$ cat src/rtl/balloc_pkg.sv
// Shared types, constants and helper functions for the buddy allocator.
package balloc_pkg;

    localparam int HEAP_BYTES   = 1024;
    localparam int MIN_BLOCK    = 8;
    localparam int HEADER_BYTES = 24;

    localparam int NGRAN     = HEAP_BYTES / MIN_BLOCK;
    localparam int GW        = $clog2(NGRAN);
    localparam int MAX_ORDER = GW;
    localparam int OW        = $clog2(MAX_ORDER + 1);
    localparam int MIN_SHIFT = $clog2(MIN_BLOCK);

    localparam int OFF_W  = 10;
    localparam int BYTE_W = 11;
    localparam int NEED_W = BYTE_W + 1;

    localparam logic REQ_ALLOC = 1'b0;
    localparam logic REQ_FREE  = 1'b1;

    typedef enum logic [1:0] {
        ST_OK      = 2'd0,
        ST_NOMEM   = 2'd1,
        ST_BADFREE = 2'd2
    } t_status;

    typedef struct packed {
        logic              req_type;
        logic [BYTE_W-1:0] alloc_bytes;
        logic [OFF_W-1:0]  free_offset;
    } t_req;

    typedef struct packed {
        t_status           status;
        logic [OFF_W-1:0]  block_offset;
        logic [BYTE_W-1:0] block_bytes;
        logic [BYTE_W-1:0] free_bytes;
    } t_resp;

    // One granule table entry.
    typedef struct packed {
        logic          start;
        logic          free;
        logic [OW-1:0] order;
    } t_entry;

    typedef struct packed {
        logic          we;
        logic [GW-1:0] waddr;
        t_entry        wdata;
        logic [GW-1:0] raddr;
    } t_mem_cmd;

    typedef enum logic [2:0] {
        S_CLEAR,
        S_IDLE,
        S_SEARCH,
        S_SPLIT,
        S_FCHECK,
        S_MERGE,
        S_FINAL,
        S_RESULT
    } t_state;

    // Smallest order whose block holds need bytes; top bit set when none does.
    function automatic logic [OW:0] fit_order(input logic [NEED_W-1:0] need);
        logic              found;
        logic [OW-1:0]     ord;
        logic [NEED_W-1:0] sz;
        found = 1'b0;
        ord   = '0;
        for (int k = 0; k <= MAX_ORDER; k++) begin
            sz = NEED_W'(MIN_BLOCK) << k;
            if (!found && sz >= need) begin
                found = 1'b1;
                ord   = OW'(k);
            end
        end
        return {~found, ord};
    endfunction

    function automatic logic [BYTE_W-1:0] block_size(input logic [OW-1:0] order);
        return BYTE_W'(MIN_BLOCK) << order;
    endfunction

endpackage

$ cat src/rtl/balloc_mem.sv
// Granule table memory: one write port, one registered read port.
module balloc_mem (
    input  logic                  i_clk,
    input  balloc_pkg::t_mem_cmd  i_cmd,
    output balloc_pkg::t_entry    o_rdata
);

    balloc_pkg::t_entry mem [balloc_pkg::NGRAN];
    balloc_pkg::t_entry r_rdata;

    always_ff @(posedge i_clk) begin
        if (i_cmd.we) begin
            mem[i_cmd.waddr] <= i_cmd.wdata;
        end
        r_rdata <= mem[i_cmd.raddr];
    end

    assign o_rdata = r_rdata;

endmodule

$ cat src/rtl/balloc_fsm.sv
// Request sequencer: table clear, first-fit search, split, free check and buddy merge.
module balloc_fsm (
    input  logic                  i_clk,
    input  logic                  i_rst_n,
    input  logic                  i_in_valid,
    input  balloc_pkg::t_req      i_in,
    output logic                  o_in_stall,
    input  logic                  i_slot_free,
    output logic                  o_res_load,
    output balloc_pkg::t_resp     o_res,
    output balloc_pkg::t_mem_cmd  o_mem_cmd,
    input  balloc_pkg::t_entry    i_mem_rdata
);

    localparam int GW     = balloc_pkg::GW;
    localparam int OW     = balloc_pkg::OW;
    localparam int BYTE_W = balloc_pkg::BYTE_W;
    localparam int OFF_W  = balloc_pkg::OFF_W;
    localparam int NEED_W = balloc_pkg::NEED_W;

    balloc_pkg::t_state r_state, n_state;
    logic [GW-1:0]      r_clr, n_clr;
    logic [GW:0]        r_g, n_g;
    logic [OW-1:0]      r_k, n_k;
    logic [OW-1:0]      r_ord, n_ord;
    logic [BYTE_W-1:0]  r_free_total, n_free_total;
    balloc_pkg::t_resp  r_res, n_res;

    logic              accept;
    logic [OW:0]       fit;
    logic              fit_fail;
    logic [OW-1:0]     fit_ord;
    logic              free_bad;
    logic [GW:0]       step_g;
    logic              srch_hit;
    logic              srch_end;
    logic              bud_ok;
    logic [GW-1:0]     ord_bit;
    logic [GW-1:0]     g_lo;
    logic [GW-1:0]     g_hi;
    logic [OW-1:0]     ord_up;
    logic [OW-1:0]     ord_dn;
    logic              merge_more;
    logic              split_more;
    logic              fc_ok;
    logic              fc_top;
    logic [OFF_W-1:0]  g_offset;
    balloc_pkg::t_entry top_entry;

    assign accept   = (r_state == balloc_pkg::S_IDLE) && i_in_valid;
    assign fit      = balloc_pkg::fit_order(NEED_W'(i_in.alloc_bytes)
                                            + NEED_W'(balloc_pkg::HEADER_BYTES));
    assign fit_fail = fit[OW];
    assign fit_ord  = fit[OW-1:0];
    assign free_bad = (i_in.free_offset[balloc_pkg::MIN_SHIFT-1:0] != '0) ||
                      ({1'b0, i_in.free_offset} >= (OFF_W+1)'(balloc_pkg::HEAP_BYTES));

    // Block walk: the entry just read is always a block start.
    assign step_g   = r_g + ((GW+1)'(1) << i_mem_rdata.order);
    assign srch_hit = i_mem_rdata.start && i_mem_rdata.free && (i_mem_rdata.order >= r_k);
    assign srch_end = step_g[GW];

    assign bud_ok     = i_mem_rdata.start && i_mem_rdata.free && (i_mem_rdata.order == r_ord);
    assign ord_bit    = GW'(1) << r_ord;
    assign g_lo       = r_g[GW-1:0] & ~ord_bit;
    assign g_hi       = r_g[GW-1:0] | ord_bit;
    assign ord_up     = r_ord + OW'(1);
    assign ord_dn     = r_ord - OW'(1);
    assign merge_more = (ord_up != OW'(balloc_pkg::MAX_ORDER));
    assign split_more = (r_ord > r_k);
    assign fc_ok      = i_mem_rdata.start && !i_mem_rdata.free;
    assign fc_top     = (i_mem_rdata.order == OW'(balloc_pkg::MAX_ORDER));
    assign g_offset   = OFF_W'(r_g[GW-1:0]) << balloc_pkg::MIN_SHIFT;

    assign top_entry = '{start: 1'b1, free: 1'b1, order: OW'(balloc_pkg::MAX_ORDER)};

    // Next state
    always_comb begin
        n_state = r_state;
        unique case (r_state)
            balloc_pkg::S_CLEAR: begin
                if (r_clr == GW'(balloc_pkg::NGRAN - 1)) n_state = balloc_pkg::S_IDLE;
            end
            balloc_pkg::S_IDLE: begin
                if (accept) begin
                    if (i_in.req_type == balloc_pkg::REQ_FREE) begin
                        n_state = free_bad ? balloc_pkg::S_RESULT : balloc_pkg::S_FCHECK;
                    end else begin
                        n_state = fit_fail ? balloc_pkg::S_RESULT : balloc_pkg::S_SEARCH;
                    end
                end
            end
            balloc_pkg::S_SEARCH: begin
                if (srch_hit) n_state = balloc_pkg::S_SPLIT;
                else if (srch_end) n_state = balloc_pkg::S_RESULT;
            end
            balloc_pkg::S_SPLIT: begin
                if (!split_more) n_state = balloc_pkg::S_RESULT;
            end
            balloc_pkg::S_FCHECK: begin
                if (!fc_ok || fc_top) n_state = balloc_pkg::S_RESULT;
                else n_state = balloc_pkg::S_MERGE;
            end
            balloc_pkg::S_MERGE: begin
                if (!bud_ok) n_state = balloc_pkg::S_RESULT;
                else if (!merge_more) n_state = balloc_pkg::S_FINAL;
            end
            balloc_pkg::S_FINAL: begin
                n_state = balloc_pkg::S_RESULT;
            end
            balloc_pkg::S_RESULT: begin
                if (i_slot_free) n_state = balloc_pkg::S_IDLE;
            end
            default: n_state = balloc_pkg::S_CLEAR;
        endcase
    end

    // Datapath and table accesses
    always_comb begin
        n_clr        = r_clr;
        n_g          = r_g;
        n_k          = r_k;
        n_ord        = r_ord;
        n_free_total = r_free_total;
        n_res        = r_res;
        o_mem_cmd    = '0;
        unique case (r_state)
            balloc_pkg::S_CLEAR: begin
                o_mem_cmd.we    = 1'b1;
                o_mem_cmd.waddr = r_clr;
                o_mem_cmd.wdata = (r_clr == '0) ? top_entry : '0;
                n_clr           = r_clr + GW'(1);
            end
            balloc_pkg::S_IDLE: begin
                if (accept) begin
                    n_res = '{status: balloc_pkg::ST_OK, block_offset: '0,
                              block_bytes: '0, free_bytes: '0};
                    if (i_in.req_type == balloc_pkg::REQ_FREE) begin
                        n_g = {1'b0, i_in.free_offset[balloc_pkg::MIN_SHIFT +: GW]};
                        o_mem_cmd.raddr = i_in.free_offset[balloc_pkg::MIN_SHIFT +: GW];
                        if (free_bad) n_res.status = balloc_pkg::ST_BADFREE;
                    end else begin
                        n_k = fit_ord;
                        n_g = '0;
                        if (fit_fail) n_res.status = balloc_pkg::ST_NOMEM;
                    end
                end
            end
            balloc_pkg::S_SEARCH: begin
                if (srch_hit) begin
                    n_ord = i_mem_rdata.order;
                end else if (srch_end) begin
                    n_res.status = balloc_pkg::ST_NOMEM;
                end else begin
                    n_g             = step_g;
                    o_mem_cmd.raddr = step_g[GW-1:0];
                end
            end
            balloc_pkg::S_SPLIT: begin
                o_mem_cmd.we = 1'b1;
                if (split_more) begin
                    // upper half becomes a free block of one order less
                    o_mem_cmd.waddr = r_g[GW-1:0] + (GW'(1) << ord_dn);
                    o_mem_cmd.wdata = '{start: 1'b1, free: 1'b1, order: ord_dn};
                    n_ord           = ord_dn;
                end else begin
                    o_mem_cmd.waddr   = r_g[GW-1:0];
                    o_mem_cmd.wdata   = '{start: 1'b1, free: 1'b0, order: r_k};
                    n_free_total      = r_free_total - balloc_pkg::block_size(r_k);
                    n_res.block_offset = g_offset;
                    n_res.block_bytes  = balloc_pkg::block_size(r_k);
                end
            end
            balloc_pkg::S_FCHECK: begin
                if (!fc_ok) begin
                    n_res.status = balloc_pkg::ST_BADFREE;
                end else begin
                    n_ord              = i_mem_rdata.order;
                    n_free_total       = r_free_total + balloc_pkg::block_size(i_mem_rdata.order);
                    n_res.block_offset = g_offset;
                    n_res.block_bytes  = balloc_pkg::block_size(i_mem_rdata.order);
                    if (fc_top) begin
                        o_mem_cmd.we    = 1'b1;
                        o_mem_cmd.waddr = r_g[GW-1:0];
                        o_mem_cmd.wdata = '{start: 1'b1, free: 1'b1, order: i_mem_rdata.order};
                    end else begin
                        o_mem_cmd.raddr = r_g[GW-1:0] ^ (GW'(1) << i_mem_rdata.order);
                    end
                end
            end
            balloc_pkg::S_MERGE: begin
                o_mem_cmd.we = 1'b1;
                if (bud_ok) begin
                    // upper buddy disappears; lower one is written at the end
                    o_mem_cmd.waddr = g_hi;
                    o_mem_cmd.wdata = '0;
                    n_g             = {1'b0, g_lo};
                    n_ord           = ord_up;
                    o_mem_cmd.raddr = g_lo ^ (GW'(1) << ord_up);
                end else begin
                    o_mem_cmd.waddr = r_g[GW-1:0];
                    o_mem_cmd.wdata = '{start: 1'b1, free: 1'b1, order: r_ord};
                end
            end
            balloc_pkg::S_FINAL: begin
                o_mem_cmd.we    = 1'b1;
                o_mem_cmd.waddr = r_g[GW-1:0];
                o_mem_cmd.wdata = '{start: 1'b1, free: 1'b1, order: r_ord};
            end
            balloc_pkg::S_RESULT: begin
            end
            default: begin
            end
        endcase
    end

    always_ff @(posedge i_clk) begin
        if (!i_rst_n) begin
            r_state      <= balloc_pkg::S_CLEAR;
            r_clr        <= '0;
            r_free_total <= BYTE_W'(balloc_pkg::HEAP_BYTES);
        end else begin
            r_state      <= n_state;
            r_clr        <= n_clr;
            r_free_total <= n_free_total;
        end
    end

    always_ff @(posedge i_clk) begin
        r_g   <= n_g;
        r_k   <= n_k;
        r_ord <= n_ord;
        r_res <= n_res;
    end

    assign o_in_stall  = (r_state != balloc_pkg::S_IDLE);
    assign o_res_load  = (r_state == balloc_pkg::S_RESULT) && i_slot_free;

    always_comb begin
        o_res            = r_res;
        o_res.free_bytes = r_free_total;
    end

endmodule

$ cat src/rtl/buddy_allocator.sv
// Buddy allocator top level: sequencer, granule table and result register.
//
// Request channel (i_in_valid / o_in_stall / i_in): req_type selects allocate or
// free. Allocate adds the header to alloc_bytes, rounds up to a power-of-two
// block and takes the first free block in address order, splitting it down.
// Free releases the block at free_offset and merges it with free buddies.
// Result channel (o_out_valid / i_out_stall / o_out): one result per request,
// carrying status, block offset, block size and the free byte total.
// Allocate walks B blocks in the first-fit search (up to 32, one table read each)
// and then makes S halvings (up to 5); a failed search makes no halvings and a
// rejected size skips the search. Free checks the block and then makes M buddy
// merges (up to 5, one table read each); freeing the whole heap or a non-block
// offset makes no merges, and a misaligned offset skips the check.
// One request is in flight at a time; the next is accepted in the cycle after
// the result enters the output register, while that result may still wait.
// Reset runs a pass over all 128 granule table entries; o_in_stall stays high
// meanwhile. If the receiver stalls, the result holds in the output register
// and a finished request waits for the register to drain.
module buddy_allocator (
    input  logic              i_clk,
    input  logic              i_rst_n,
    input  logic              i_in_valid,
    output logic              o_in_stall,
    input  balloc_pkg::t_req  i_in,
    output logic              o_out_valid,
    input  logic              i_out_stall,
    output balloc_pkg::t_resp o_out
);

    balloc_pkg::t_mem_cmd mem_cmd;
    balloc_pkg::t_entry   mem_rdata;
    balloc_pkg::t_resp    res;
    logic                 res_load;
    logic                 slot_free;
    logic                 r_out_valid;
    balloc_pkg::t_resp    r_out;

    assign slot_free = !r_out_valid || !i_out_stall;

    balloc_fsm u_fsm (
        .i_clk       (i_clk),
        .i_rst_n     (i_rst_n),
        .i_in_valid  (i_in_valid),
        .i_in        (i_in),
        .o_in_stall  (o_in_stall),
        .i_slot_free (slot_free),
        .o_res_load  (res_load),
        .o_res       (res),
        .o_mem_cmd   (mem_cmd),
        .i_mem_rdata (mem_rdata)
    );

    balloc_mem u_mem (
        .i_clk   (i_clk),
        .i_cmd   (mem_cmd),
        .o_rdata (mem_rdata)
    );

    always_ff @(posedge i_clk) begin
        if (!i_rst_n) begin
            r_out_valid <= 1'b0;
        end else if (res_load) begin
            r_out_valid <= 1'b1;
        end else if (!i_out_stall) begin
            r_out_valid <= 1'b0;
        end
    end

    always_ff @(posedge i_clk) begin
        if (res_load) begin
            r_out <= res;
        end
    end

    assign o_out_valid = r_out_valid;
    assign o_out       = r_out;

endmodule
$ cat config.mk
export PLATFORM = sky130hd
export DESIGN_NAME = buddy_allocator
export DESIGN_NICKNAME = d
export VERILOG_FILES = /design/src/rtl/balloc_pkg.sv /design/src/rtl/balloc_mem.sv /design/src/rtl/balloc_fsm.sv /design/src/rtl/buddy_allocator.sv
export SDC_FILE = /design/constraint.sdc
export NUM_CORES = 1
export LEC_CHECK = 0
export ABC_CLOCK_PERIOD_IN_PS = 14240
export BUFFER_PORTS_ARGS = -buffer_cell sky130_fd_sc_hd__buf_2
export CELL_PAD_IN_SITES_DETAIL_PLACEMENT = 1
export CELL_PAD_IN_SITES_GLOBAL_PLACEMENT = 1
export CORE_ASPECT_RATIO = 0.75
export CORE_MARGIN = 2
export CORE_UTILIZATION = 25
export DETAILED_ROUTE_END_ITERATION = 16
export HOLD_SLACK_MARGIN = 0.1
export PLACE_DENSITY = 0.42
export SYNTH_ARGS = -nofsm -noshare
export SYNTH_HDL_FRONTEND = slang
export SYNTH_SLANG_ARGS = --single-unit
export TNS_END_PERCENT = 30
$ cat constraint.sdc
create_clock -name i_clk -period 14.24 [get_ports i_clk]
set_input_delay 0 -clock i_clk [delete_from_list [all_inputs] [get_ports i_clk]]
set_output_delay 0 -clock i_clk [all_outputs]
set_load 0.01 [all_outputs]
# Word level (Yosys, flattened, before mapping)
# Memory sizes are Yosys's and may differ from the RTL's. A register that Yosys moved wholly into a read port is not among the register bits.
# Cells that the tools add are included.
# W data, S select, Z words.
# word_totals
regBits,93
ram_bits,640
out_inout_bits,36
word_cells,187
mem_count,1
# classes
add_sub_neg,8
magnitude_cmp,10
eq_ne,27
shift,7
n_mux,69
bitwise_logic,6
n_reduce_logical,43
# memory_table
memory,depth,word_bits,read_ports,rd_ports_with_merged_regs,write_ports,line_no,text
u_mem.mem,128,5,1,1,1,balloc_mem.sv:8,balloc_pkg::t_entry mem [balloc_pkg::NGRAN];
# op_table
op,n
$pmux W13 S5,1
$pmux W21 S3,1
$mux W7,7
$mux W3,16
$mux W21,2
$mux W34,1
$mux W8,4
$pmux W7 S4,1
$shl A1 B3 Y7 const A,4
$mux W12,2
$pmux W3 S8,1
$pmux W8 S3,1
$mux W11,2
$pmux W11 S2,1
$shl A4 B3 Y11 const A,2
$mux W20,1
$mux W2,9
$ne A2 B1 Y1 const B,9
$eq A3 B3 Y1 const B,5
$mux W1,15
$reduce_and A5 Y1,3
$xor A7 B7 Y7,2
$logic_and A1 B1 Y1,13
$mux W13,1
45 further kinds,66

# Longest topological paths before layout
# Gate-level depths: netlist of run 1.
# logic_depth
depth_word,28
ltp_mapped,18

# Cells and area by module
# From an unflattened synthesis of run 1, not the netlist that was laid out.
# unflattened
hier_cells,1721
hier_area_um2,30825.8
# modules_own_cells
module,instances,cells_each,area_per_inst_um2
balloc_mem,1,1090,25060.3
balloc_fsm,1,593,4709.5
buddy_allocator,1,38,1056.0

# Worst setup path before layout of run 1
# OpenSTA, ideal clock, no wires.
# synth_timing
path_kind,flip-flop to flip-flop
startpoint,reg u_fsm.r_ord[1]
endpoint,"mem u_mem.mem[0][3] (netlist bit), data pin"
setup_time_ns,1.197
t_arrival_ns,6.277
t_required_ns,13.043
slack_ns,6.766
path_stages_with_launch,6
n_path_buf,0
synth_period_minus_slack_ns,7.474
cell_sequence,edfxtp_1 -> ha_1 -> nor2b_1 -> o21ai_1 -> a32o_1 -> o21ai_0
# synth_rtl
item,line_no,text
from (decl),balloc_fsm.sv:25,"logic [OW-1:0] r_ord, n_ord;"
from (signal assigned),balloc_fsm.sv:232,r_ord <= n_ord;
to (decl),balloc_mem.sv:8,

# Worst setup path in the final report of run 1
# layout_timing
startpoint,reg u_mem.o_rdata[0] (netlist name)
endpoint,reg u_mem.o_rdata[0] (netlist name)
# layout_via
elab_chain_cells,5
elab_cells_between_ends,15
classes_between,1 x add/sub; 1 x order compare; 2 x eq/ne; 2 x shift; 6 x mux; 1 x bitwise; 2 x reduce/logical
# layout_lines
item,line_no,text
$shl A1 B3 Y8 / $shl A1 B3 Y7 (equally long branches),"balloc_fsm.sv:59, balloc_fsm.sv:187",
$add A8 B8 Y8 / $xor A7 B7 Y7 (equally long branches),"balloc_fsm.sv:59, balloc_fsm.sv:187",
"$mux W7, on equally long branches","balloc_fsm.sv:152, balloc_fsm.sv:182",
$mux W7 / $mux W20 (equally long branches),"balloc_fsm.sv:150, balloc_fsm.sv:175",
$pmux W7 S4 *,balloc_fsm.sv:127,unique case (r_state)
# Every way passes the cells marked *; elsewhere a longest branch is shown, timed or not.
# A chain may end at the register's enable or synchronous reset.

==> flow_metrics.tcl, run 1 <==
set metrics [dict create \
    syn2layout_area_growth_pct 16.2 \
    avgSynthCellArea_um2 12.7 \
    rsz0062_at_grt "false" \
    first_global_vias 22900 \
    synth_edf_count 695 \
    synth_xor_area_share_pct 0.768 \
    grt_pass1_wl_um 176000 \
    vias_per_cell 5.13 \
    cp-end-kind "flip-flop" \
    fin_setup_tns_ns 0 \
    dieArea_mm2 0.131 \
    synth_compound_area_share_pct 12.5 \
    tightest_slew_ns 1.21 \
    critPathLaunchType "flip-flop" \
    register_area_mm2 0.0214 \
    fillers 13600 \
    holdPathEnd "u_fsm.r_free_total[10]" \
    fin_skew_ns 0.0319 \
    min_period_ns 6.62 \
    die_h_um 314 \
    synth_cell_types 89 \
    arrival_ns 7.22 \
    cap_violations 0 \
    path_clk_slew_ns 0.06 \
    async_flop_share_pct 0 \
    dp_slack_ns 7.84 \
    cp_cell_sequence "inv_1 -> nor3b_1 -> ha_1 -> nand2_1 -> o21ai_0 -> nor3_1 -> o21ai_2 -> buf_4 -> nand2_4 -> buf_4 -> buf_4 -> nor2_2 -> buf_4 -> a32oi_1 -> a21oi_1 -> nor4b_1 -> o32a_1" \
    syn_inst 2519 \
    relSlewSlack_pct 18.3 \
    synth_top_family_by_area "simple AND/OR/NAND/NOR gates" \
    cp_top_family "simple AND/OR/NAND/NOR gates" \
    layout_commonest_cell "edfxtp_1" \
    ff2ff_setup_slack_ns 7.62 \
    fin_area_mm2 0.0371 \
    r2r-start "u_mem.o_rdata[0]" \
    critPathMaxFanout 38 \
    critical_path_class "reg -> reg" \
    multiInputGateArea_mm2 0.00982 \
    cpMaxStageDelayCell "nor4b_1" \
    cpPeakStageDelay_ns 0.93 \
    final_cell_mix "edfxtp_1, nand2_1, nor2_1, and3_1, a211oi_1" \
    finalCoreUtilization_pct 29.3 \
    ys_seq_area_share_pct 66.9 \
    holdCritStartpoint "i_rst_n" \
    powerDensity_mw_per_mm2 131 \
    drtIter0Drc 2006 \
    final_antenna_net_count 0 \
    rr_endpoint "u_mem.o_rdata[0]" \
    rows 113 \
    ff2ff_path_depth 17 \
    netlist_area_mm2 0.0319 \
    synthAdderAreaFrac_pct 1.68 \
    setup_slack_ns 7.62 \
    final_max_slew_viol_count 0 \
    antenna_found_initial 13 \
    clk_latency_ns 0.68 \
    path_buf_inv 5 \
    crit_required_ns 14.84 \
    max_freq_mhz 151 \
    ys_ff_latch 719 \
    grt.total_usage_pct 18.7 \
    synth_warnings 0 \
    cts_sinks 719 \
    clock_path_buffers 3 \
    cts.root.buffer_cell "clkbuf_16" \
    drive_gt1_share_pct 11.1 \
    post_cts_buffers 0 \
    portBuffers 52 \
    wl_um 124000 \
    layout.nets 2650 \
    cts_tree "yes" \
    synthFlopType "edfxtp_1" \
    gp_congestion 0.852 \
    place_area_mm2 0.0341 \
    start_util_pct 25.2 \
    ir_drop_uv 81.8 \
    wl_per_cell_um 28.6 \
    power.total_mw 4.84 \
    synth_mux_area_share_pct 2.02 \
    leakage_nw 12.2 \
    cpMostUsedCell "buf_4" \
    drc_errors 0 \
    cts_buffers 81 \
    synth_simple_gate_area_share_pct 13.3 \
    hold_path.class "in -> reg" \
    ctsHtreeMaxLevel 3 \
    fin_crit_sh_pct 46.5 \
    grt_max_degree 103 \
    holdPathStages 3 \
    hold_viol 0 \
    firstDrtPassIters 5 \
    io_pins 62 \
    grt.overflow.total 0 \
    core_area_mm2 0.127 \
    dieWidth_um 417 \
    dr_total_vias 22200 \
    dp_hpwl_um 78000 \
    status "finished, final reports clean" \
    finalSetupViolCount 0 \
]
power breakdown:
group	switching, mW	leakage, nW	internal (mW)
Clock	0.926	1.34	1.28
Combinational	0.192	4.44	0.0412
Sequential	0.0107	6.45	2.39
synth_stat cells (24+ instances only):
| cell type | count | area [um2] |
|---|---|---|
| a211oi_1 | 100 | 751 |
| a21oi_1 | 82 | 410 |
| a311oi_1 | 32 | 280 |
| a31oi_1 | 40 | 250 |
| and2_1 | 24 | 150 |
| and3_1 | 110 | 688 |
| buf_2 | 59 | 295 |
| clkbuf_1 | 78 | 293 |
| dfxtp_1 | 24 | 480 |
| edfxtp_1 | 695 | 20900 |
| ha_1 | 38 | 475 |
| inv_1 | 30 | 113 |
| mux2i_1 | 61 | 611 |
| nand2_1 | 389 | 1460 |
| nand3_1 | 80 | 400 |
| nor2_1 | 186 | 698 |
| nor3_1 | 35 | 175 |
| o21ai_0 | 69 | 345 |
metrics by stage:
step / std cells / hold WS, ns
after detailed placement: 4144 / 0.358
final: 4320 / 0.253
after CTS: 4319 / 0.212
after global routing: 4319 / 0.269
after global placement: 4144 / 0.345
after floorplan: 2527 / 0.128
worst register-to-register path: cells and delay by family (launching register included):
| family | cells | cell delay, ns |
|---|---|---|
| compound gates | 5 | 1.05 |
| fa+ha+maj | 1 | 0.40 |
| buf+inv | 5 | 1.98 |
| flops | 1 | 0.60 |
| simple gates | 6 | 2.50 |
registers in the layout, summed over array words and instances, names as in the netlist:
register	cells
u_mem.mem	640
o_out	25
u_fsm.o_res	17
u_fsm.r_free_total	8
u_fsm.r_clr	7
u_fsm.r_g	7
u_mem.o_rdata	5
u_fsm.r_k	3
u_fsm.r_ord	3
u_fsm.r_state	3
o_out_valid	1
worst max path at each step:
stage                startpoint          endpoint  slack [ns]  depth (start not counted)
2_1_floorplan    u_fsm.r_ord[1]   u_mem.mem[0][3]        6.77                          5
3_3_place_gp   u_mem.o_rdata[0]  u_mem.o_rdata[0]        7.96                         17
3_5_place_dp   u_mem.o_rdata[0]  u_mem.o_rdata[0]        7.84                         17
4_1_cts        u_mem.o_rdata[0]  u_mem.o_rdata[0]        7.78                         17
5_1_grt        u_mem.o_rdata[0]  u_mem.o_rdata[0]        7.32                         17
6_report       u_mem.o_rdata[0]  u_mem.o_rdata[0]        7.62                         17
final cells by class:
| class | instances | area share [%] |
|---|---|---|
| Antenna cell | 1 | 0.00674 |
| Clock buffer | 94 | 5.77 |
| Clock inverter | 58 | 1.65 |
| Inverter | 30 | 0.303 |
| Multi-Input combinational cell | 1612 | 26.5 |
| Sequential cell | 719 | 57.5 |
| Tap cell | 1667 | 5.62 |
| Timing Repair Buffer | 139 | 2.65 |
per-layer routing:
layer	vias to the layer above	wire (um)	global-route usage, %
li1	9772	-	-
met1	11600	59800	27.5
met2	600	51700	26.8
met3	199	8620	4.93
met4	6	3450	5.39
met5	-	38	0
cell families after synthesis:
logic type | count (synthesis)
AND/OR/NAND/NOR | 921
flip-flops | 719
buffers and inverters | 196
multiplexers | 64
other | 1
adder cells (fa/ha/maj) | 41
AO/OA/AOI/OAI | 549
XOR/XNOR | 28
timing repair:
action / in CTS / in global routing
hold endpoints to repair: 66 / 0
gates resized for setup: 0 / 0
hold buffers: 23 / 0
Note: power is estimated with default switching activity, not from simulation.
==> run 2, diff against run 1 <==
Settings changed: ABC_CLOCK_PERIOD_IN_PS 14240 to 5800, PLACE_DENSITY 0.42 to 0.44.
Clock period 14.24 ns to 5.8 ns, I/O delays scaled along.
==> run 2 against run 1 <==
  * Wire length fell by 0.14%
  * Highest routed layer unchanged
  * Clock-buffer cell count down 3
  * Clock skew shrank 0.0043 ns
  * Largest power group unchanged
  * Maximum frequency rose by 22%
==> flow_metrics.tcl, run 2 (synthesis gave the netlist of run 1 again) <==
set metrics [dict create \
    status "finished, final reports clean" \
    rows 113 \
    cts.root.buffer_cell "clkbuf_16" \
    ff2ff_path_depth 13 \
    ir_drop_uv 233 \
    cp-end-kind "flip-flop" \
    clock_path_buffers 3 \
    cp_top_family "compound AO/OA/AOI/OAI gates" \
    layout_commonest_cell "edfxtp_1" \
    rsz0062_at_grt "false" \
    switchingPower_mw 2.66 \
    holdCritStartpoint "i_in[17]" \
    layout.nets 2760 \
    relSlewSlack_pct 19.7 \
    fin_skew_ns 0.0276 \
    final_max_slew_viol_count 0 \
    dr_total_vias 22700 \
    dieWidth_um 417 \
    die_h_um 314 \
    tightest_slew_ns 1.20 \
    critPathMaxFanout 43 \
    dp_hpwl_um 81200 \
    holdPathEnd "u_fsm.r_k[0]" \
    setup_slack_ns 0.368 \
    arrival_ns 6.03 \
    cpPeakStageDelay_ns 0.95 \
    syn2layout_area_growth_pct 18.5 \
    wl_per_cell_um 27.9 \
    largest_reg_flops 640 \
    leakage_nw 12.7 \
    firstDrtPassIters 6 \
    cap_violations 0 \
    drive_gt1_share_pct 14.1 \
    clk_latency_ns 0.68 \
    path_buf_inv 2 \
    core_area_mm2 0.127 \
    start_util_pct 25.2 \
    wl_um 123000 \
    final_cell_mix "edfxtp_1, nand2_1, nor2_1, buf_4, and3_1" \
    final_cell_count_no_fill 4422 \
    cts_buffers 77 \
    max_freq_mhz 184 \
    drtIter0Drc 2037 \
    io_pins 62 \
    portBuffers 52 \
    holdPathStages 5 \
    largest-register "u_mem.mem" \
    ff2ff_setup_slack_ns 0.37 \
    critPathLaunchType "flip-flop" \
    cp_cell_sequence "inv_1 -> nor3_1 -> ha_1 -> nand3_1 -> a211oi_1 -> nor3_1 -> o21ai_1 -> nand2_4 -> buf_12 -> a2111oi_0 -> a2111oi_0 -> a311o_1 -> a32oi_1" \
    cts_sinks 719 \
    ctsHtreeMaxLevel 3 \
    cts_tree "yes" \
    path_clk_slew_ns 0.06 \
    hold_path.class "in -> reg" \
    min_period_ns 5.43 \
    crit_required_ns 6.39 \
    fin_crit_sh_pct 93.7 \
    register_area_mm2 0.0214 \
    grt_pass1_wl_um 179000 \
    r2r-start "u_mem.o_rdata[0]" \
    dieArea_mm2 0.131 \
    critical_path_class "reg -> reg" \
    dp_slack_ns 0.495 \
    hold_viol 0 \
    rr_endpoint "u_mem.o_rdata[4]" \
    grt_max_degree 129 \
    fillers 13700 \
    powerDensity_mw_per_mm2 301 \
    cpMaxStageDelayCell "a2111oi_0" \
    grt.total_usage_pct 18.8 \
    antenna_found_initial 4 \
    p_clk_share_pct 43.0 \
    placed_cells 4253 \
    seq_power_share_pct 51.7 \
    finalSetupViolCount 0 \
    sw_frac_of_total_pct 23.3 \
    final_antenna_net_count 0 \
    internal_power_mw 8.73 \
    drc_errors 0 \
    multiInputGateArea_mm2 0.00982 \
    vias_per_cell 5.13 \
    gp_congestion 0.864 \
    combPwrFrac_pct 5.3 \
    first_global_vias 23100 \
    fin_setup_tns_ns 0 \
    grt.overflow.total 0 \
]
run 2: changes by cell type in the layout (fill, tap and decap cells not counted), moves of 3 or more:
cell           before  now
buf_4              63  156
clkbuf_16          84   79
dlygate4sd3_1      23   28
buf_12              1   17
nand2_2             4    1
bufinv_16          11    5
nand2_1           385  388
run 2: power by group through the flow:
| stage | registers, mW | logic [mW] | clock network [mW] |
|---|---|---|---|
| after floorplan | 6.02 | 0.270 | 0 |
| after global placement | 6.00 | 0.589 | 0 |
| after detailed placement | 6.00 | 0.598 | 0 |
| after CTS | 5.89 | 0.612 | 5.03 |
| after global routing | 5.89 | 0.649 | 5.21 |
| final | 5.89 | 0.599 | 4.90 |
run 2: final cells by class:
class                           count  share of cell area [%]
Inverter                           30                   0.298
Tap cell                         1667                    5.51
Sequential cell                   719                    56.4
Clock buffer                       91                    5.40
Multi-Input combinational cell   1612                    25.9
Timing Repair Buffer              253                    5.42
Antenna cell                        2                  0.0132
Clock inverter                     48                    1.01
run 2: how the worst max path moves through the flow:
stage / from / endpoint / slack (ns) / cells past startpoint
6_report: u_mem.o_rdata[0] / u_mem.o_rdata[4] / 0.37 / 13
3_5_place_dp: u_mem.o_rdata[0] / u_mem.o_rdata[3] / 0.50 / 14
4_1_cts: u_mem.o_rdata[0] / u_mem.o_rdata[4] / 0.45 / 13
3_3_place_gp: u_mem.o_rdata[2] / u_mem.o_rdata[4] / 0.56 / 13
5_1_grt: u_mem.o_rdata[2] / u_mem.o_rdata[4] / 0.09 / 13
2_1_floorplan: u_fsm.r_ord[1] / u_mem.mem[0][0] / 0.12 / 6
run 2: per-layer routing:
metal | vias up | GRT usage [%] | routed length [um]
met4 | 2 | 4.16 | 2090
met2 | 665 | 26.7 | 51300
li1 | 9979 | - | -
met5 | - | 0 | 13
met3 | 117 | 2.96 | 6720
met1 | 11900 | 29.7 | 63300
run 2: timing repair:
item / CTS / global route
endpoints found under the hold margin: 67 / 0
resized for setup: 0 / 1
hold buffers: 28 / 0
buffers inserted: 0 / 0
setup endpoints to repair: 0 / 1
run 2: tightest hold or removal path, stage by stage:
cell,delay (ns)
buf_2,0.16
nor2_1,0.12
a2111oi_0,0.08
nor4_1,0.26
nor3_1,0.10
run 2: metrics by stage:
step / power (mW) / util (%) / hold slack [ns] / instance area [um2]
finish: 11.4 / 29.9 / 0.223 / 37800
detailed placement: 6.60 / 27.7 / 0.335 / 35100
global route: 11.7 / 29.9 / 0.224 / 37800
global placement: 6.59 / 27.7 / 0.328 / 35100
floorplan: 6.29 / - / 0.128 / 32000
CTS: 11.5 / 29.9 / 0.156 / 37800
